<file path="src/design/tmpl_pkg.sv">
// ----------------------------------------------------------------------------
// Traffic monitor package
// Shared types and constants for the traffic monitor with peer liveness table.
// ----------------------------------------------------------------------------
package tmpl_pkg;

  // Request codes carried by req_type.
  typedef enum logic [1:0] {
    REQ_FRAME = 2'd0,
    REQ_ERROR = 2'd1,
    REQ_QUERY = 2'd2,
    REQ_NONE  = 2'd3
  } req_kind_t;

  // Configuration register indexes (byte address bits [3:2]).
  localparam logic [1:0] REG_PEER_TIMEOUT = 2'd0;
  localparam logic [1:0] REG_OWN_ADDRESS  = 2'd1;
  localparam logic [1:0] REG_RATE_WINDOW  = 2'd2;

  localparam int PADDR_W = 4;
  localparam int PDATA_W = 32;

  // Register reset values.
  localparam logic [31:0] TIMEOUT_RESET = 32'd5000;
  localparam logic [7:0]  OWN_RESET     = 8'd0;
  localparam logic [15:0] WINDOW_RESET  = 16'd1000;

  // Field widths.
  localparam int ADDR_W   = 8;
  localparam int TIME_W   = 32;
  localparam int RATE_W   = 16;
  localparam int ONLINE_W = 7;

  // Command queue between the front and back ends.
  localparam int QUEUE_DEPTH = 2;
  localparam int QPTR_W      = $clog2(QUEUE_DEPTH);
  localparam int QCNT_W      = QPTR_W + 1;

  // Classified command handed from the front end to the back end.
  typedef struct packed {
    req_kind_t         kind;
    logic              roll;     // item may roll the rate window
    logic              refresh;  // frame whose sender goes into the table
    logic [ADDR_W-1:0] node_addr;
    logic [TIME_W-1:0] now_ms;
  } cmd_t;

  // One entry of the peer slot memory.
  typedef struct packed {
    logic [ADDR_W-1:0] addr;
    logic [TIME_W-1:0] seen;
  } slot_entry_t;

endpackage

</file>
<file path="src/design/tmpl_ram.sv">
// ----------------------------------------------------------------------------
// Generic RAM
// One write port and one read port with registered read data.
// ----------------------------------------------------------------------------
module tmpl_ram #(
  parameter int WIDTH = 40,
  parameter int DEPTH = 16
) (
  input  logic                                   clk,
  input  logic                                   we,
  input  logic [((DEPTH > 1) ? $clog2(DEPTH) : 1)-1:0] waddr,
  input  logic [WIDTH-1:0]                       wdata,
  input  logic [((DEPTH > 1) ? $clog2(DEPTH) : 1)-1:0] raddr,
  output logic [WIDTH-1:0]                       rdata
);

  logic [WIDTH-1:0] mem [DEPTH];

  // Write and registered read.
  always_ff @(posedge clk) begin
    if (we) begin
      mem[waddr] <= wdata;
    end
    rdata <= mem[raddr];
  end

endmodule

</file>
<file path="src/design/tmpl_front.sv">
// ----------------------------------------------------------------------------
// Traffic monitor front end
// Accepts input transactions and classifies them into queue commands.
// ----------------------------------------------------------------------------
module tmpl_front import tmpl_pkg::*; (
  input  logic              in_valid,
  output logic              in_ready,
  input  logic [1:0]        req_type,
  input  logic [ADDR_W-1:0] node_addr,
  input  logic [TIME_W-1:0] now_ms,
  input  logic [ADDR_W-1:0] own_address,
  input  logic              q_full,
  output logic              push,
  output cmd_t              push_cmd
);

  req_kind_t kind;

  // Accept whenever the queue has room.
  assign in_ready = !q_full;
  assign push     = in_valid && in_ready;
  assign kind     = req_kind_t'(req_type);

  // Classify the transaction.
  always_comb begin
    push_cmd           = '0;
    push_cmd.kind      = kind;
    push_cmd.node_addr = node_addr;
    push_cmd.now_ms    = now_ms;
    push_cmd.roll      = kind inside {REQ_FRAME, REQ_QUERY};
    case (kind)
      REQ_FRAME: push_cmd.refresh = (node_addr != own_address);
      default:   push_cmd.refresh = 1'b0;
    endcase
  end

endmodule

</file>
<file path="src/design/tmpl_queue.sv">
// ----------------------------------------------------------------------------
// Traffic monitor command queue
// Short FIFO that decouples the front end from the back end.
// ----------------------------------------------------------------------------
module tmpl_queue import tmpl_pkg::*; (
  input  logic              clk,
  input  logic              rst,
  input  logic              push,
  input  cmd_t              push_cmd,
  input  logic              pop,
  output logic              q_valid,
  output cmd_t              q_cmd,
  output logic              q_full,
  output logic [QCNT_W-1:0] q_count
);

  cmd_t              entries [QUEUE_DEPTH];
  logic [QPTR_W-1:0] wr_ptr;
  logic [QPTR_W-1:0] rd_ptr;

  assign q_valid = (q_count != '0);
  assign q_full  = (q_count == QCNT_W'(QUEUE_DEPTH));
  assign q_cmd   = entries[rd_ptr];

  // Entry storage.
  always_ff @(posedge clk) begin
    if (push) begin
      entries[wr_ptr] <= push_cmd;
    end
  end

  // Pointers and occupancy.
  always_ff @(posedge clk) begin
    if (rst) begin
      wr_ptr  <= '0;
      rd_ptr  <= '0;
      q_count <= '0;
    end else begin
      if (push) begin
        wr_ptr <= (wr_ptr == QPTR_W'(QUEUE_DEPTH - 1)) ? '0 : wr_ptr + 1'b1;
      end
      if (pop) begin
        rd_ptr <= (rd_ptr == QPTR_W'(QUEUE_DEPTH - 1)) ? '0 : rd_ptr + 1'b1;
      end
      if (push && !pop) begin
        q_count <= q_count + 1'b1;
      end else if (pop && !push) begin
        q_count <= q_count - 1'b1;
      end
    end
  end

endmodule

</file>
<file path="src/design/tmpl_back.sv">
// ----------------------------------------------------------------------------
// Traffic monitor back end
// Updates counters and the rate window, scans the peer slot memory one slot
// per cycle, and holds the result transaction in an output register.
// ----------------------------------------------------------------------------
module tmpl_back import tmpl_pkg::*; #(
  parameter int PEER_SLOTS = 16
) (
  input  logic                clk,
  input  logic                rst,
  input  logic [TIME_W-1:0]   peer_timeout_ms,
  input  logic [RATE_W-1:0]   rate_window_ms,
  input  logic                q_valid,
  input  cmd_t                q_cmd,
  output logic                q_pop,
  output logic                out_valid,
  input  logic                out_ready,
  output logic [TIME_W-1:0]   total_frames,
  output logic [TIME_W-1:0]   error_total,
  output logic [RATE_W-1:0]   frames_per_window,
  output logic [ONLINE_W-1:0] online_count,
  output logic                queried_online
);

  localparam int IDX_W = (PEER_SLOTS > 1) ? $clog2(PEER_SLOTS) : 1;
  localparam int ISS_W = IDX_W + 1;
  localparam int CNT_W = $clog2(PEER_SLOTS + 1);

  typedef enum logic [3:0] {
    ST_IDLE  = 4'b0001,
    ST_SCAN  = 4'b0010,
    ST_ALLOC = 4'b0100,
    ST_FIN   = 4'b1000
  } back_state_t;

  back_state_t       state;
  cmd_t              cmd;
  logic [ISS_W-1:0]  iss;
  logic              rd_pending;
  logic [IDX_W-1:0]  proc_idx;
  logic              hit_found;
  logic              have_free;
  logic [IDX_W-1:0]  open_slot;
  logic [CNT_W-1:0]  online;
  logic              queried;
  logic [PEER_SLOTS-1:0] slot_valid;

  logic [TIME_W-1:0] frame_total;
  logic [TIME_W-1:0] error_count;
  logic [TIME_W-1:0] window_start_ms;
  logic [RATE_W-1:0] window_frames;
  logic [RATE_W-1:0] last_window_rate;

  slot_entry_t       rd_entry;
  slot_entry_t       wr_entry;
  logic              ram_we;
  logic [IDX_W-1:0]  ram_waddr;

  logic              slot_live;
  logic              hit;
  logic              upd_hit;
  logic [TIME_W-1:0] age;
  logic              fresh;
  logic              tmo_nz;
  logic              counted;
  logic              last_slot;
  logic              alloc_go;
  logic [TIME_W-1:0] elapsed;
  logic              roll_hit;
  logic              res_load;

  // Peer slot memory: address and last-seen time of each slot.
  tmpl_ram #(
    .WIDTH ($bits(slot_entry_t)),
    .DEPTH (PEER_SLOTS)
  ) u_slots (
    .clk   (clk),
    .we    (ram_we),
    .waddr (ram_waddr),
    .wdata (wr_entry),
    .raddr (iss[IDX_W-1:0]),
    .rdata (rd_entry)
  );

  // Per-slot evaluation of the entry read back from memory.
  assign slot_live = rd_pending && slot_valid[proc_idx];
  assign hit       = slot_live && (rd_entry.addr == cmd.node_addr);
  assign upd_hit   = hit && cmd.refresh;
  assign age       = cmd.now_ms - rd_entry.seen;
  assign fresh     = age < peer_timeout_ms;
  assign tmo_nz    = (peer_timeout_ms != '0);
  assign counted   = upd_hit ? tmo_nz : (slot_live && fresh);
  assign last_slot = rd_pending && (proc_idx == IDX_W'(PEER_SLOTS - 1));

  // A new sender takes the lowest free slot after the scan.
  assign alloc_go  = (state == ST_ALLOC) && cmd.refresh && !hit_found && have_free;

  // Memory write: refresh on a hit, or fill the claimed slot.
  assign ram_we    = ((state == ST_SCAN) && upd_hit) || alloc_go;
  assign ram_waddr = alloc_go ? open_slot : proc_idx;
  assign wr_entry  = '{addr: cmd.node_addr, seen: cmd.now_ms};

  // Rate window test on the command at the queue head.
  assign q_pop    = (state == ST_IDLE) && q_valid;
  assign elapsed  = q_cmd.now_ms - window_start_ms;
  assign roll_hit = q_cmd.roll && (elapsed >= {{(TIME_W - RATE_W){1'b0}}, rate_window_ms});

  // The result register takes a new transaction once the old one has left.
  assign res_load = (state == ST_FIN) && (!out_valid || out_ready);

  // Sequencer, counters and result register.
  always_ff @(posedge clk) begin
    if (rst) begin
      state            <= ST_IDLE;
      iss              <= '0;
      rd_pending       <= 1'b0;
      slot_valid       <= '0;
      frame_total      <= '0;
      error_count      <= '0;
      window_start_ms  <= '0;
      window_frames    <= '0;
      last_window_rate <= '0;
      out_valid        <= 1'b0;
    end else begin
      if (res_load) begin
        out_valid <= 1'b1;
      end else if (out_ready) begin
        out_valid <= 1'b0;
      end
      case (state)
        ST_IDLE: begin
          if (q_valid) begin
            cmd        <= q_cmd;
            iss        <= ISS_W'(1);
            rd_pending <= 1'b1;
            proc_idx   <= '0;
            hit_found  <= 1'b0;
            have_free  <= 1'b0;
            open_slot  <= '0;
            online     <= '0;
            queried    <= 1'b0;
            case (q_cmd.kind)
              REQ_FRAME: begin
                frame_total <= frame_total + 1'b1;
                if (roll_hit) begin
                  last_window_rate <= window_frames;
                  window_frames    <= RATE_W'(1);
                  window_start_ms  <= q_cmd.now_ms;
                end else begin
                  window_frames <= window_frames + 1'b1;
                end
              end
              REQ_ERROR: begin
                error_count <= error_count + 1'b1;
              end
              REQ_QUERY: begin
                if (roll_hit) begin
                  last_window_rate <= window_frames;
                  window_frames    <= '0;
                  window_start_ms  <= q_cmd.now_ms;
                end
              end
              default: ;
            endcase
            state <= ST_SCAN;
          end
        end
        ST_SCAN: begin
          // Issue the next slot read while the previous one is evaluated.
          if (last_slot) begin
            rd_pending <= 1'b0;
            iss        <= '0;
            state      <= ST_ALLOC;
          end else if (iss < ISS_W'(PEER_SLOTS)) begin
            rd_pending <= 1'b1;
            proc_idx   <= iss[IDX_W-1:0];
            iss        <= iss + 1'b1;
          end else begin
            rd_pending <= 1'b0;
          end
          if (rd_pending) begin
            online <= online + CNT_W'(counted);
            if (upd_hit) begin
              hit_found <= 1'b1;
            end
            if ((cmd.kind == REQ_QUERY) && hit) begin
              queried <= fresh;
            end
            if (!slot_valid[proc_idx] && !have_free) begin
              have_free <= 1'b1;
              open_slot <= proc_idx;
            end
          end
        end
        ST_ALLOC: begin
          if (alloc_go) begin
            slot_valid[open_slot] <= 1'b1;
            online                <= online + CNT_W'(tmo_nz);
          end
          state <= ST_FIN;
        end
        ST_FIN: begin
          if (res_load) begin
            state <= ST_IDLE;
          end
        end
        default: begin
          state <= ST_IDLE;
        end
      endcase
    end
  end

  // Result payload, loaded when the result register takes a transaction.
  always_ff @(posedge clk) begin
    if (res_load) begin
      total_frames      <= frame_total;
      error_total       <= error_count;
      frames_per_window <= last_window_rate;
      online_count      <= ONLINE_W'(online);
      queried_online    <= queried;
    end
  end

endmodule

</file>
<file path="src/design/traffic_monitor_peer_liveness.sv">
// ----------------------------------------------------------------------------
// Traffic monitor with peer liveness
// Frame and error counters, rate window and peer last-seen table.
// ----------------------------------------------------------------------------
// Each transaction (frame, error or liveness query) returns one result with
// the frame and error totals, the frame count of the last completed rate
// window, the number of online peers and, for a query, whether the queried
// address is online. The front end takes a transaction in any cycle the
// two-entry command queue has room. The back end handles one transaction at
// a time: a dispatch step, a scan of each peer slot in turn through the single
// read port of the slot memory, a step to claim a free slot and a step to load
// the result register. No clearing pass is needed after reset: slot valid bits
// reset at once. Configuration registers sit on the APB port at byte
// addresses 0x0 (peer timeout), 0x4 (own address) and 0x8 (rate window).
module traffic_monitor_peer_liveness import tmpl_pkg::*; #(
  parameter int PEER_SLOTS = 16
) (
  input  logic                clk,
  input  logic                rst,
  // APB configuration port
  input  logic                psel,
  input  logic                penable,
  input  logic                pwrite,
  input  logic [PADDR_W-1:0]  paddr,
  input  logic [PDATA_W-1:0]  pwdata,
  output logic [PDATA_W-1:0]  prdata,
  output logic                pready,
  // Input channel
  input  logic                in_valid,
  output logic                in_ready,
  input  logic [1:0]          req_type,
  input  logic [ADDR_W-1:0]   node_addr,
  input  logic [TIME_W-1:0]   now_ms,
  // Result channel
  output logic                out_valid,
  input  logic                out_ready,
  output logic [TIME_W-1:0]   total_frames,
  output logic [TIME_W-1:0]   error_total,
  output logic [RATE_W-1:0]   frames_per_window,
  output logic [ONLINE_W-1:0] online_count,
  output logic                queried_online
);

  logic [TIME_W-1:0] peer_timeout_ms;
  logic [ADDR_W-1:0] own_address;
  logic [RATE_W-1:0] rate_window_ms;
  logic              cfg_write;
  logic [1:0]        reg_idx;

  logic              push;
  cmd_t              push_cmd;
  logic              q_pop;
  logic              q_valid;
  cmd_t              q_cmd;
  logic              q_full;
  logic [QCNT_W-1:0] q_count;

  // Configuration registers.
  assign pready    = 1'b1;
  assign reg_idx   = paddr[3:2];
  assign cfg_write = psel && penable && pwrite && pready;

  always_ff @(posedge clk) begin
    if (rst) begin
      peer_timeout_ms <= TIMEOUT_RESET;
      own_address     <= OWN_RESET;
      rate_window_ms  <= WINDOW_RESET;
    end else if (cfg_write) begin
      case (reg_idx)
        REG_PEER_TIMEOUT: peer_timeout_ms <= pwdata;
        REG_OWN_ADDRESS:  own_address     <= pwdata[ADDR_W-1:0];
        REG_RATE_WINDOW:  rate_window_ms  <= pwdata[RATE_W-1:0];
        default: ;
      endcase
    end
  end

  // Register read-back.
  always_comb begin
    case (reg_idx)
      REG_PEER_TIMEOUT: prdata = peer_timeout_ms;
      REG_OWN_ADDRESS:  prdata = {{(PDATA_W - ADDR_W){1'b0}}, own_address};
      REG_RATE_WINDOW:  prdata = {{(PDATA_W - RATE_W){1'b0}}, rate_window_ms};
      default:          prdata = '0;
    endcase
  end

  // Front end: accept and classify.
  tmpl_front u_front (
    .in_valid    (in_valid),
    .in_ready    (in_ready),
    .req_type    (req_type),
    .node_addr   (node_addr),
    .now_ms      (now_ms),
    .own_address (own_address),
    .q_full      (q_full),
    .push        (push),
    .push_cmd    (push_cmd)
  );

  // Command queue.
  tmpl_queue u_queue (
    .clk      (clk),
    .rst      (rst),
    .push     (push),
    .push_cmd (push_cmd),
    .pop      (q_pop),
    .q_valid  (q_valid),
    .q_cmd    (q_cmd),
    .q_full   (q_full),
    .q_count  (q_count)
  );

  // Back end: counters, window and peer table.
  tmpl_back #(
    .PEER_SLOTS (PEER_SLOTS)
  ) u_back (
    .clk               (clk),
    .rst               (rst),
    .peer_timeout_ms   (peer_timeout_ms),
    .rate_window_ms    (rate_window_ms),
    .q_valid           (q_valid),
    .q_cmd             (q_cmd),
    .q_pop             (q_pop),
    .out_valid         (out_valid),
    .out_ready         (out_ready),
    .total_frames      (total_frames),
    .error_total       (error_total),
    .frames_per_window (frames_per_window),
    .online_count      (online_count),
    .queried_online    (queried_online)
  );

  // The online count never exceeds the number of peer slots.
  assert property (@(posedge clk) disable iff (rst)
    out_valid |-> (online_count <= ONLINE_W'(PEER_SLOTS)))
    else $error("online count exceeds peer slot count");

  // The back end only takes a command from a non-empty queue.
  assert property (@(posedge clk) disable iff (rst)
    q_pop |-> (q_count != '0))
    else $error("command taken from empty queue");

  // A push without a pop grows the queue by exactly one entry.
  assert property (@(posedge clk) disable iff (rst)
    (push && !q_pop) |=> (q_count == $past(q_count) + QCNT_W'(1)))
    else $error("queue occupancy out of step with pushes");

endmodule

</file>
<file path="config.mk">
export PLATFORM = sky130hd
export DESIGN_NAME = traffic_monitor_peer_liveness
export DESIGN_NICKNAME = d
export VERILOG_FILES = /design/src/design/tmpl_pkg.sv /design/src/design/tmpl_ram.sv /design/src/design/tmpl_front.sv /design/src/design/tmpl_queue.sv /design/src/design/tmpl_back.sv /design/src/design/traffic_monitor_peer_liveness.sv
export SDC_FILE = /design/constraint.sdc
export NUM_CORES = 1
export LEC_CHECK = 0
export BUFFER_PORTS_ARGS = -buffer_cell sky130_fd_sc_hd__buf_2
export CAP_MARGIN = 40
export CORE_MARGIN = 1.5
export CORE_UTILIZATION = 55
export DETAILED_ROUTE_END_ITERATION = 7
export GPL_TIMING_DRIVEN = 1
export PLACE_DENSITY = 0.73
export SYNTH_ARGS = -nofsm -noshare
export SYNTH_HDL_FRONTEND = slang
export SYNTH_SLANG_ARGS = --single-unit
</file>
<file path="constraint.sdc">
create_clock -name clk -period 17.5 [get_ports clk]
set_clock_uncertainty 0.2 [all_clocks]
set_input_delay 2.625 -clock clk [delete_from_list [all_inputs] [get_ports clk]]
set_output_delay 2.625 -clock clk [all_outputs]
set_load 0.05 [all_outputs]
</file>
== Word-level counts from Yosys, hierarchy flattened ==
Memory sizes are Yosys's and may differ from the RTL's. A register that Yosys moved wholly into a read port is not among the register bits.
Index checks and enable logic that the tools add are counted.
Cells by class
  $add $sub $neg: 12
  multiply operators: 0
  div/mod/pow operators: 0
  magnitude comparators: 6
  eq/ne operators: 26
  shifts and indexed selects: 0
  multiplexer cells: 56
  bitwise gates (word level): 2
  reductions and logical operators: 58
Operators with widths (count)
  32-bit case mux with 3 select lines: 1
  32-bit by 1-bit adder with 32-bit output, second input constant: 2
  32-bit subtractor: 2
  4-bit two-way mux: 9
  32-bit by 16-bit >= comparator with 1-bit output: 1
  32-bit < comparator: 1
  16-bit two-way mux: 2
  16-bit case mux with 2 select lines: 1
  32-bit nonzero test: 1
  5-bit two-way mux: 6
  5-bit AND reduction: 5
  1-bit two-way mux: 24
  1-bit logical AND: 20
  16-bit by 1-bit adder with 16-bit output, second input constant: 1
  16-bit bitwise OR: 1
  4-bit case mux with 2 select lines: 2
  4-bit case mux with 4 select lines: 1
  5-bit case mux with 3 select lines: 1
  3-bit AND reduction: 5
  2-bit by 1-bit inequality test with 1-bit output, second input constant: 7
  2-bit nonzero test: 6
  5-bit by 1-bit adder with 5-bit output: 2
  2-bit equality test, second input constant: 5
  4-bit by 5-bit < comparator with 1-bit output, second input constant: 2
  other kinds (28): 52
Word-level totals
  bits in registers: 360
  latch bits: 0
  bits in writable memories: 728
  memory bits (read-only): 0
  input port bits: 85
  output and inout bits: 123
  word-level logic and storage cells: 193
  memories kept: 2
Memories
  u_back.u_slots.mem: words 16, width 40, read ports 1, clocked after Yosys merged registers in 1, wr ports 1, line tmpl_ram.sv:17  | logic [WIDTH-1:0] mem [DEPTH];
  u_queue.entries: words 2, width 44, read ports 1, clocked after Yosys merged registers in 1, wr ports 1, line tmpl_queue.sv:17  | cmd_t entries [QUEUE_DEPTH];

== Logic depth before layout (Yosys ltp) ==
Gate-level depths: netlist of run 1.
  word-level depth: 9
  depth in mapped cells: 29
  mapped depth without buffers: 28

== Hierarchy ==
Synthesis of run 1 repeated with hierarchy kept, for this count alone.
Second synthesis, totals
  cell total of the unflattened synthesis: 3247
  area total of the unflattened synthesis: 48350.1 um^2
By module, submodules not included
  tmpl_ram: times used 1, cells an instance 1040, area each 25131.6 um^2
  tmpl_back: times used 1, cells an instance 1700, area each 16628.4 um^2
  tmpl_queue: times used 1, cells an instance 159, area each 3398.3 um^2
  traffic_monitor_peer_liveness: times used 1, cells an instance 292, area each 2772.7 um^2
  tmpl_front: times used 1, cells an instance 56, area each 419.2 um^2

== Least setup slack after synthesis of run 1 ==
Ideal clock, no wire load.
  path type: input port to output port
  from: in paddr[2]
  to: out prdata[4]
  arrival time: 4.529 ns
  data required time: 14.675 ns
  setup slack: 10.146 ns
  stages: 4
  buffers on the path: 2
  path through: clkbuf_1 -> buf_1 -> mux2i_1 -> o21ai_0
On the way
  cells in the longest elaborated chain, start to end: 2
  elaborated cells on any way between the ends: 4
  classes of those cells: eq/ne: 2; mux: 1; reduce/logical: 1
Ends and longest elaborated chain
  start: declaration: line traffic_monitor_peer_liveness.sv:24  | input logic [PADDR_W-1:0] paddr,
  2-bit equality test (tied with other cells): line traffic_monitor_peer_liveness.sv:80  | case (reg_idx)
  32-bit case mux with 3 select lines *: line traffic_monitor_peer_liveness.sv:80
  end: declaration: line traffic_monitor_peer_liveness.sv:26  | output logic [PDATA_W-1:0] prdata,
Mark *: on every way between the ends. The rest lies on a longest branch, timed or not.

== Worst setup path after layout of run 1 ==
  from: reg u_back.cmd[0] (netlist bit)
  to: reg u_back.online[4], data pin
On the way
  cells in the longest elaborated chain, start to end: 7
Ends and longest elaborated chain
  start: declaration: line tmpl_back.sv:37  | cmd_t cmd;
  start signal: assignment: line tmpl_back.sv:133  | cmd <= q_cmd;
  32-bit subtractor: line tmpl_back.sv:89  | assign age = cmd.now_ms - rd_entry.seen;
  32-bit < comparator: line tmpl_back.sv:90  | assign fresh = age < peer_timeout_ms;
  1-bit logical AND: line tmpl_back.sv:92  | assign counted = upd_hit ? tmo_nz : (slot_live && fresh);
  1-bit two-way mux: line tmpl_back.sv:92
  5-bit by 1-bit adder with 5-bit output: line tmpl_back.sv:182  | online <= online + CNT_W'(counted);
  5-bit two-way mux: line tmpl_back.sv:181  | if (rd_pending) begin
  5-bit case mux with 3 select lines: line tmpl_back.sv:130  | case (state)
  end signal: assignment: line tmpl_back.sv:182
  end signal: assignment: line tmpl_back.sv:198  | online <= online + CNT_W'(tmo_nz);
  end: declaration: line tmpl_back.sv:44  | logic [CNT_W-1:0] online;
No other way between the ends. The select of a mux whose other input is x is not followed.
A chain may end at the register's enable or synchronous reset.

==> impl_table.tex, run 1 <==
\begin{tabular}{lr}
\hline
Metric & Value \\
\hline
\multicolumn{2}{l}{\textbf{Cells and area}} \\
\quad Fraction of final layout cells sized beyond drive strength 1 & 0.211 \\
\quad Post-route cell area & approximately 53000 µm² \\
\quad Relative area change from synthesis to final layout & 13.5\% \\
\quad Post-layout net count & roughly 3500 \\
\quad Count of filler cells inserted in the layout & a little under 6000 \\
\multicolumn{2}{l}{\textbf{Global route}} \\
\quad Met2 demand-to-capacity share in global routing & 0.413 \\
\quad First-pass GRT wire length & $\sim$170 mm \\
\quad Maximum number of pins on one net before global-route repair & 118 \\
\quad Met3 track demand over resource in global routing & 0.0631 \\
\quad Total global routing track utilization & 0.258 \\
\quad Number of global-route vias before repair & approximately 28000 \\
\quad Met1 capacity usage during global routing & 0.350 \\
\quad Routing layer with the top usage in global route & met2 \\
\quad Number of antenna violations at the first check in global routing & 22 \\
\quad Total global routing overflow & 0 \\
\multicolumn{2}{l}{\textbf{Synthesis}} \\
\quad Post-synthesis instance total & between 3000 and 4000 \\
\quad Proportion of synthesized area in mux cells & 0.116 \\
\quad Post-synthesis compound-gate area fraction & 0.0645 \\
\quad Proportion of synthesized chip area in sequential cells & 0.671 \\
\quad Number of different library cells in the post-synthesis netlist & 77 \\
\quad Arithmetic-cell share of the synthesized area counting full adders, half adders and majority gates & 0.0319 \\
\quad Biggest area contributors in the synthesized netlist & edfxtp\_1, dfxtp\_1, mux4\_2 \\
\quad Area of the mapped netlist & 46700 µm² \\
\quad FFs w/ async S/R, synth & 0 \\
\quad Share of the synthesized netlist area taken by xor and xnor gates & 0.0214 \\
\quad Ys flop type & edfxtp\_1 \\
\quad Main combinational cell family by area after synthesis & multiplexers \\
\quad Flip-flop and latch count after synthesis & around 1100 \\
\quad EDFF count, synth & 873 \\
\quad Simple-gate portion of the synthesized area & 0.0712 \\
\quad Fraction of synthesized cell area taken by the top area cell type & 0.561 \\
\quad Synth top cells by count & edfxtp\_1, dfxtp\_1, mux4\_2 \\
\quad Top-count cell post-synth & edfxtp\_1 \\
\quad Count of warnings emitted by yosys & 0 \\
\quad Per-instance average area after synthesis & 15.1 µm² \\
\quad Library cell occupying the most area in the post-synthesis netlist & edfxtp\_1 \\
\multicolumn{2}{l}{\textbf{Worst hold path}} \\
\quad Class of the tightest hold or removal check & register to register \\
\quad Number of cells on the worst hold path & 0 \\
\quad Startpoint of the lowest-slack hold path & u\_back.last\_window\_rate[15]\$\_SDFFE\_PP0P\_ \\
\multicolumn{2}{l}{\textbf{Power}} \\
\quad Power per unit of standard cell area & $\sim$140 nW/µm² \\
\quad Leak Pwr & approximately 18 nW \\
\quad Largest vdd supply drop & $\sim$0.11 mV \\
\multicolumn{2}{l}{\textbf{STA}} \\
\quad RSZ-0062 raised after global routing & false \\
\quad Total count of hold-check failures in the final report & 0 \\
\quad Actual slew at the worst max-slew pin & between 1000 and 1500 ps \\
\quad Total Negative Setup Slacks & 0 ps \\
\quad Minimum period implied by the final worst setup slack & about 8200 ps \\
\quad Max-slew violation total from the final report & 0 \\
\quad Final worst-path cycle share & 0.471 \\
\quad Maximum frequency from static timing analysis & around 120 MHz \\
\quad Endpoints failing setup & 0 \\
\quad Slew margin rel. & 0.333 \\
\multicolumn{2}{l}{\textbf{Critical path}} \\
\quad Buffers plus inverters on the worst setup path & 2 \\
\quad Timing endpoint of the critical path & u\_back.online[4]\$\_SDFFCE\_PP0P\_ \\
\quad Depth of the most critical reg-to-reg path & 26 \\
\quad Top delay family on crit path & compound AO/OA/AOI/OAI gates \\
\quad Launch point of the worst reg-to-reg path & u\_back.cmd[0]\$\_DFFE\_PP\_ \\
\quad Critical Path Fanout Max & 17 \\
\quad Category of the worst setup path capture point & register \\
\quad Critical path data arrival time & 8480 ps \\
\quad Setup crit start kind & register \\
\quad CP max stage delay & between 800 and 900 ps \\
\quad Slowest cell on the critical path & o31ai\_1 \\
\quad CP dominant cell by count & ha\_1 \\
\quad Capture instance of the worst register-to-register path & u\_back.online[4]\$\_SDFFCE\_PP0P\_ \\
\quad Crit Path Class & register to register \\
\quad Data required time of the worst path & 17740 ps \\
\quad Minimum setup slack among reg-to-reg paths & roughly 9000 ps \\
\quad Depth of the critical timing path with buffers and inverters included & 26 \\
\quad Crit. Startpoint & u\_back.cmd[0]\$\_DFFE\_PP\_ \\
\multicolumn{2}{l}{\textbf{Clock network}} \\
\quad TritonCTS Sinks & between 1000 and 1500 \\
\quad Cell at the root of the clock tree & clkbuf\_16 \\
\quad Post-cts repair resize count & 0 \\
\quad Maximum level of the CTS H-tree & 3 \\
\quad Maximum root-to-sink buffer count & 3 \\
\quad CTS tree & yes \\
\quad Number of buffers inserted by hold repair at cts & 0 \\
\quad Reg clk slew, reported paths & roughly 60 ps \\
\quad Setup Buffers After CTS & 0 \\
\quad Clock insertion delay at the later pin of the skew report & 700 ps \\
\quad Num CTS Buffers & $\sim$110 \\
\multicolumn{2}{l}{\textbf{Floorplanning}} \\
\quad \# rows & 106 \\
\quad Initial standard-cell utilization of the core & 0.557 \\
\quad Width of the chip & $\sim$290 µm \\
\quad Die boundary height & 294 µm \\
\quad \# IOs & approximately 210 \\
\quad Placeable core area & $\sim$84000 µm² \\
\quad Full die area & $\sim$87000 µm² \\
\multicolumn{2}{l}{\textbf{Detailed routing}} \\
\quad Remaining design rule violation count & 0 \\
\quad Average wire per standard cell & around 24 µm \\
\quad DR iter-0 viols & 2865 \\
\quad Routed wire length & approximately 110 mm \\
\quad Routed Antenna Nets & 0 \\
\quad Vias/cell & a little over 6 \\
\quad Total iterations of the first detailed-routing run & 7 \\
\quad Routed via count & around 28000 \\
\multicolumn{2}{l}{\textbf{Placed design}} \\
\quad Final weighted congestion in routability-driven placement & roughly 0.87 \\
\quad Final HPWL DP & about 68 mm \\
\quad Port Buffers & about 200 \\
\quad Placement-stage cell area & a little under 50000 µm² \\
\multicolumn{2}{l}{\textbf{Job}} \\
\quad Number of max-cap violations & 0 \\
\multicolumn{2}{l}{\textbf{Run status}} \\
\quad Result of the run & finished, final reports clean \\
\hline
\end{tabular}
[layout make-up]
class                           count  area (µm²)  area share
Clock inverter                     44         552      0.0104
Timing Repair Buffer              252        1580      0.0298
Multi-Input combinational cell   1682       14400       0.272
Antenna cell                        4        10.0    0.000189
Tap cell                         1134        1420      0.0267
Clock buffer                      161        3130      0.0591
Sequential cell                  1129       31400       0.591
Inverter                          147         552      0.0104
[cells by family after synthesis]
| family | Yosys count |
|---|---|
| AOI/OAI and AO/OA | 479 |
| buffers and inverters | 292 |
| other | 2 |
| adders and majority gates | 118 |
| muxes | 281 |
| and+or+nand+nor | 687 |
| xor gates and xnor gates | 114 |
| DFF | 1129 |
[placed cells by master, fill, tap and decap left out, drive strengths merged, types with 32 or more instances in the layout]
| master | count |
|---|---|
| edfxtp | 873 |
| dfxtp | 256 |
| buf | 252 |
| mux4 | 205 |
| a21oi | 192 |
| nor2 | 178 |
| nand2 | 171 |
| clkbuf | 161 |
| inv | 149 |
| ha | 116 |
| nor3 | 98 |
| o21ai | 97 |
| xor2 | 69 |
| nand3 | 55 |
| xnor2 | 45 |
| mux2 | 41 |
| mux2i | 35 |
| a21o | 35 |
| nand4 | 33 |
| or3 | 32 |
| clkinv | 32 |
[per-layer routing]
layer  vias up  part of all wire  wire length [µm]
met5         -            0.0014               152
met4        24             0.026              2940
li1      12331                 -                 -
met1     14128              0.40             44000
met3       201             0.099             11100
met2      1224              0.48             53100
[through the flow]
step	hold slack, ps	worst slack, ps	power, mW	util	instances
2_1_floorplan	200	10150	4.60	-	3103
3_3_place_gp	214	9540	5.07	0.585	4329
3_5_place_dp	211	9380	5.14	0.589	4343
4_1_cts	225	9370	7.50	0.633	4548
5_1_grt	238	8940	7.81	0.633	4551
6_report	226	9260	7.49	0.633	4553
[worst min-delay path by stage]
stage / slack [ps] / endpoint
2_1_floorplan: 200 / u_back.queried_online$_DFFE_PP_
5_1_grt: 240 / u_back.frames_per_window[15]$_DFFE_PP_
6_report: 230 / u_back.frames_per_window[15]$_DFFE_PP_
3_3_place_gp: 210 / u_back.frames_per_window[15]$_DFFE_PP_
3_5_place_dp: 210 / u_back.frames_per_window[3]$_DFFE_PP_
4_1_cts: 230 / u_back.frames_per_window[15]$_DFFE_PP_
[sequential cells by signal (all words and copies together), names as in the netlist, 5 cells and up, named ones only]
name,count
own_address,8
peer_timeout_ms,32
rate_window_ms,16
u_back.cmd,43
u_back.error_count,32
u_back.error_total,32
u_back.frame_total,32
u_back.frames_per_window,16
u_back.iss,5
u_back.last_window_rate,16
u_back.online,5
u_back.online_count,5
u_back.slot_valid,16
u_back.total_frames,32
u_back.u_slots.mem,640
u_back.u_slots.rdata,40
u_back.window_frames,16
u_back.window_start_ms,32
u_queue.entries,88
[report_power, final]
| part | switching (mW) | internal, mW | leakage [nW] |
|---|---|---|---|
| sequential | 0.150 | 3.12 | 10.0 |
| clock | 1.01 | 1.37 | 1.79 |
| combinational | 1.11 | 0.731 | 5.95 |
| total | 2.27 | 5.22 | 17.7 |
Note: power is estimated with default switching activity, not from simulation.
==> inputs of run 2 (changes only) <==
Settings changed: PLACE_DENSITY 0.73 to 0.76.
Clock period 17.5 ns to 7.3 ns, I/O delays scaled along.
==> run 2 against run 1 <==
  * Clock power is 140% higher
  * Critical path depth rose by 3
  * Utilization is 0.23 points higher
  * Sequential power grew 140%
  * Count of clock-buffer cells in the layout down 11
  * Maximum frequency rose by 21%
==> impl_table.tex, run 2 (synthesis results as in run 1) <==
\begin{tabular}{lr}
\hline
Metric & Value \\
\hline
\multicolumn{2}{l}{\textbf{Run status}} \\
\quad Result of the run & finished, final reports clean \\
\multicolumn{2}{l}{\textbf{Floorplanning}} \\
\quad Placeable core area & 83800 µm² (unchanged) \\
\quad \# rows & 106 (unchanged) \\
\quad Die boundary height & 294 µm (unchanged) \\
\quad Width of the chip & 294 µm (unchanged) \\
\quad Initial standard-cell utilization of the core & 0.557 (unchanged) \\
\quad Full die area & 86700 µm² (unchanged) \\
\quad \# IOs & 208 (unchanged) \\
\multicolumn{2}{l}{\textbf{Worst hold path}} \\
\quad Startpoint of the lowest-slack hold path & u\_back.last\_window\_rate[5]\$\_SDFFE\_PP0P\_ \\
\quad Number of cells on the worst hold path & 0 (unchanged) \\
\quad Class of the tightest hold or removal check & register to register \\
\multicolumn{2}{l}{\textbf{STA}} \\
\quad Minimum period implied by the final worst setup slack & 6810 ps (-1430 ps) \\
\quad Actual slew at the worst max-slew pin & 1020 ps (+19.0 ps) \\
\quad Maximum frequency from static timing analysis & 147 MHz (+21\%) \\
\quad Final worst-path cycle share & 0.933 (+0.462) \\
\quad Endpoints failing setup & 0 (unchanged) \\
\quad Slew margin rel. & 0.320 (-0.0127) \\
\quad Total Negative Setup Slacks & 0 ps (unchanged) \\
\quad Max-slew violation total from the final report & 0 (unchanged) \\
\quad Total count of hold-check failures in the final report & 0 (unchanged) \\
\quad RSZ-0062 raised after global routing & false \\
\multicolumn{2}{l}{\textbf{Power}} \\
\quad Share of power burned in the clock network & 0.320 (+0.003) \\
\quad Sequential group share of total power & 0.435 (-0.002) \\
\quad Fraction of power consumed by combinational cells & 0.244 (-0.002) \\
\quad Power per unit of standard cell area & 339 nW/µm² (+140\%) \\
\quad Net switching power & 5.50 mW (+140\%) \\
\quad Switching share of power & 0.304 (+0.00166) \\
\quad Internal cell power & 12.6 mW (+140\%) \\
\quad Leak Pwr & 17.9 nW (+0.75\%) \\
\quad Largest vdd supply drop & 0.199 mV (+75\%) \\
\multicolumn{2}{l}{\textbf{Global route}} \\
\quad Maximum number of pins on one net before global-route repair & 82 (-31\%) \\
\quad First-pass GRT wire length & 169 mm (+1.6\%) \\
\quad Number of antenna violations at the first check in global routing & 5 (-77\%) \\
\quad Number of global-route vias before repair & 27660 (-0.99\%) \\
\quad Total global routing track utilization & 0.263 (+0.00590) \\
\quad Total global routing overflow & 0 (unchanged) \\
\multicolumn{2}{l}{\textbf{Detailed routing}} \\
\quad Total iterations of the first detailed-routing run & 7 (unchanged) \\
\quad Length of routed wiring on met1 & 44.7 mm (+1.4\%) \\
\quad Routed via count & 28064 (+0.56\%) \\
\quad Top layer used by detailed routing & met4 \\
\quad Routed wl met3 & 10.7 mm (-3.5\%) \\
\quad Remaining design rule violation count & 0 (unchanged) \\
\quad Routed Antenna Nets & 0 (unchanged) \\
\quad Routed wire length & 114 mm (+2.0\%) \\
\quad Wire length on met2 & 54.7 mm (+3.0\%) \\
\quad Average wire per standard cell & 24.9 µm (+1.7\%) \\
\quad Vias/cell & 6.14 (+0.25\%) \\
\quad DR iter-0 viols & 3166 (+11\%) \\
\multicolumn{2}{l}{\textbf{Cells and area}} \\
\quad Registers with the highest flip-flop counts & u\_back.u\_slots.mem x640, u\_queue.entries x88, u\_back.cmd x43 \\
\quad Multi-input combinational cell area & 14500 µm² (about the same) \\
\quad Most common cell after layout, fill and taps aside & edfxtp\_1 \\
\quad Post-layout net count & 3540 (+0.45\%) \\
\quad Count of filler cells inserted in the layout & 5962 (-0.10\%) \\
\quad Finished Core Util & 0.635 (+0.00227) \\
\quad Most frequent cells in the layout & edfxtp\_1, dfxtp\_1, mux4\_2 \\
\quad Fraction of final layout cells sized beyond drive strength 1 & 0.221 (+0.00980) \\
\quad Relative area change from synthesis to final layout & 13.9\% \\
\quad Flip-flop and latch area & 31400 µm² (about the same) \\
\quad Number of flip-flops in the largest register & 640 (unchanged) \\
\quad Register with the most flip-flops & u\_back.u\_slots.mem \\
\multicolumn{2}{l}{\textbf{Critical path}} \\
\quad Depth of the most critical reg-to-reg path & 29 (+12\%) \\
\quad Launch point of the worst reg-to-reg path & u\_back.cmd[8]\$\_DFFE\_PP\_ \\
\quad CP max stage delay & 730 ps (-80 ps) \\
\quad Slowest cell on the critical path & edfxtp\_1 \\
\quad Critical Path Fanout Max & 17 (unchanged) \\
\quad Data required time of the worst path & 7550 ps (-10190 ps) \\
\quad Setup crit start kind & register \\
\quad Critical path data arrival time & 7060 ps (-1420 ps) \\
\quad Crit. Startpoint & u\_back.cmd[8]\$\_DFFE\_PP\_ \\
\quad Crit Path Class & register to register \\
\quad Category of the worst setup path capture point & register \\
\multicolumn{2}{l}{\textbf{Clock network}} \\
\quad TritonCTS Sinks & 1129 (unchanged) \\
\quad Clock insertion delay at the later pin of the skew report & 710 ps (about the same) \\
\quad Num CTS Buffers & 108 (-0.92\%) \\
\quad Setup Buffers After CTS & 0 (unchanged) \\
\quad CTS tree & yes \\
\quad Reg clk slew, reported paths & 60 ps (about the same) \\
\quad Maximum root-to-sink buffer count & 3 (unchanged) \\
\quad Cell at the root of the clock tree & clkbuf\_16 \\
\quad Maximum level of the CTS H-tree & 3 (unchanged) \\
\multicolumn{2}{l}{\textbf{Placed design}} \\
\quad Port Buffers & 202 (unchanged) \\
\quad Final weighted congestion in routability-driven placement & 0.898 (+3.1\%) \\
\quad Final HPWL DP & 68.7 mm (+0.72\%) \\
\multicolumn{2}{l}{\textbf{Job}} \\
\quad Number of max-cap violations & 0 (unchanged) \\
\hline
\end{tabular}
-- run 2: cell count changes in the layout (fill, tap and decap cells not counted), moves of 2 or more --
cell / previous run / this run
inv_6: 1 / 3
diode_2: 4 / 2
clkbuf_1: 31 / 20
buf_4: 37 / 54
clkinv_1: 12 / 5
buf_16: 7 / 4
clkinv_16: 4 / 6
buf_12: 3 / 6
clkinv_4: 0 / 4
clkinv_2: 14 / 23
-- run 2: timing repair --
action / in CTS / in global routing
resized for setup: 0 / 3
hold buffers: 0 / 0
endpoints found under the setup margin: 0 / 4
-- run 2: power groups by stage --
stage	registers, mW	logic [mW]	clock network, mW
floorplan	7.94	3.09	0
global placement	8.00	4.18	0
detailed placement	7.99	4.29	0
CTS	7.86	4.35	5.86
global route	7.90	4.81	6.11
finish	7.86	4.41	5.78
-- run 2: worst paths after layout --
check,end,slack (ps)
worst max-delay path,u_back.online[4]$_SDFFCE_PP0P_,490
worst min-delay path,u_back.frames_per_window[5]$_DFFE_PP_,230
worst max register to register,u_back.online[4]$_SDFFCE_PP0P_,490
worst min register to register,u_back.frames_per_window[5]$_DFFE_PP_,230
-- run 2: per-stage QoR --
step / setup WS, ps / cells / instance area [µm²] / hold slack [ps] / total power, mW
3_5_place_dp: 293 / 4359 / 49400 / 211 / 12.3
6_report: 487 / 4567 / 53200 / 225 / 18.1
4_1_cts: 239 / 4563 / 53200 / 227 / 18.1
5_1_grt: 6.45 / 4565 / 53200 / 231 / 18.8
3_3_place_gp: 405 / 4345 / 49200 / 205 / 12.2
2_1_floorplan: 1350 / 3103 / 46700 / 200 / 11.0
-- run 2: layout make-up --
type | count | area share
flip-flops and latches | 1129 | 0.589
multi-input cells | 1682 | 0.272
clock buffers | 150 | 0.0581
repair buffers | 269 | 0.0314
well taps | 1134 | 0.0267
clock inverters | 54 | 0.0128
inverters | 147 | 0.0104
diodes | 2 | 0.0000940
-- run 2: routing by layer --
layer | global-route usage | vias to the layer above
met2 | 0.423 | 1327
li1 | - | 12369
met1 | 0.359 | 14152
met4 | 0.0938 | 0
met5 | 0 | -
met3 | 0.0541 | 216
-- run 2: worst max-delay path, delay by kind of cell, from the launching register on --
family                   cells  cell delay, ps
AO/OA/AOI/OAI               11            2180
AND/OR/NAND/NOR              7            1210
adder cells (fa/ha/maj)      4            1130
buffers and inverters        5             820
flip-flops                   1             730
XOR/XNOR                     2             310
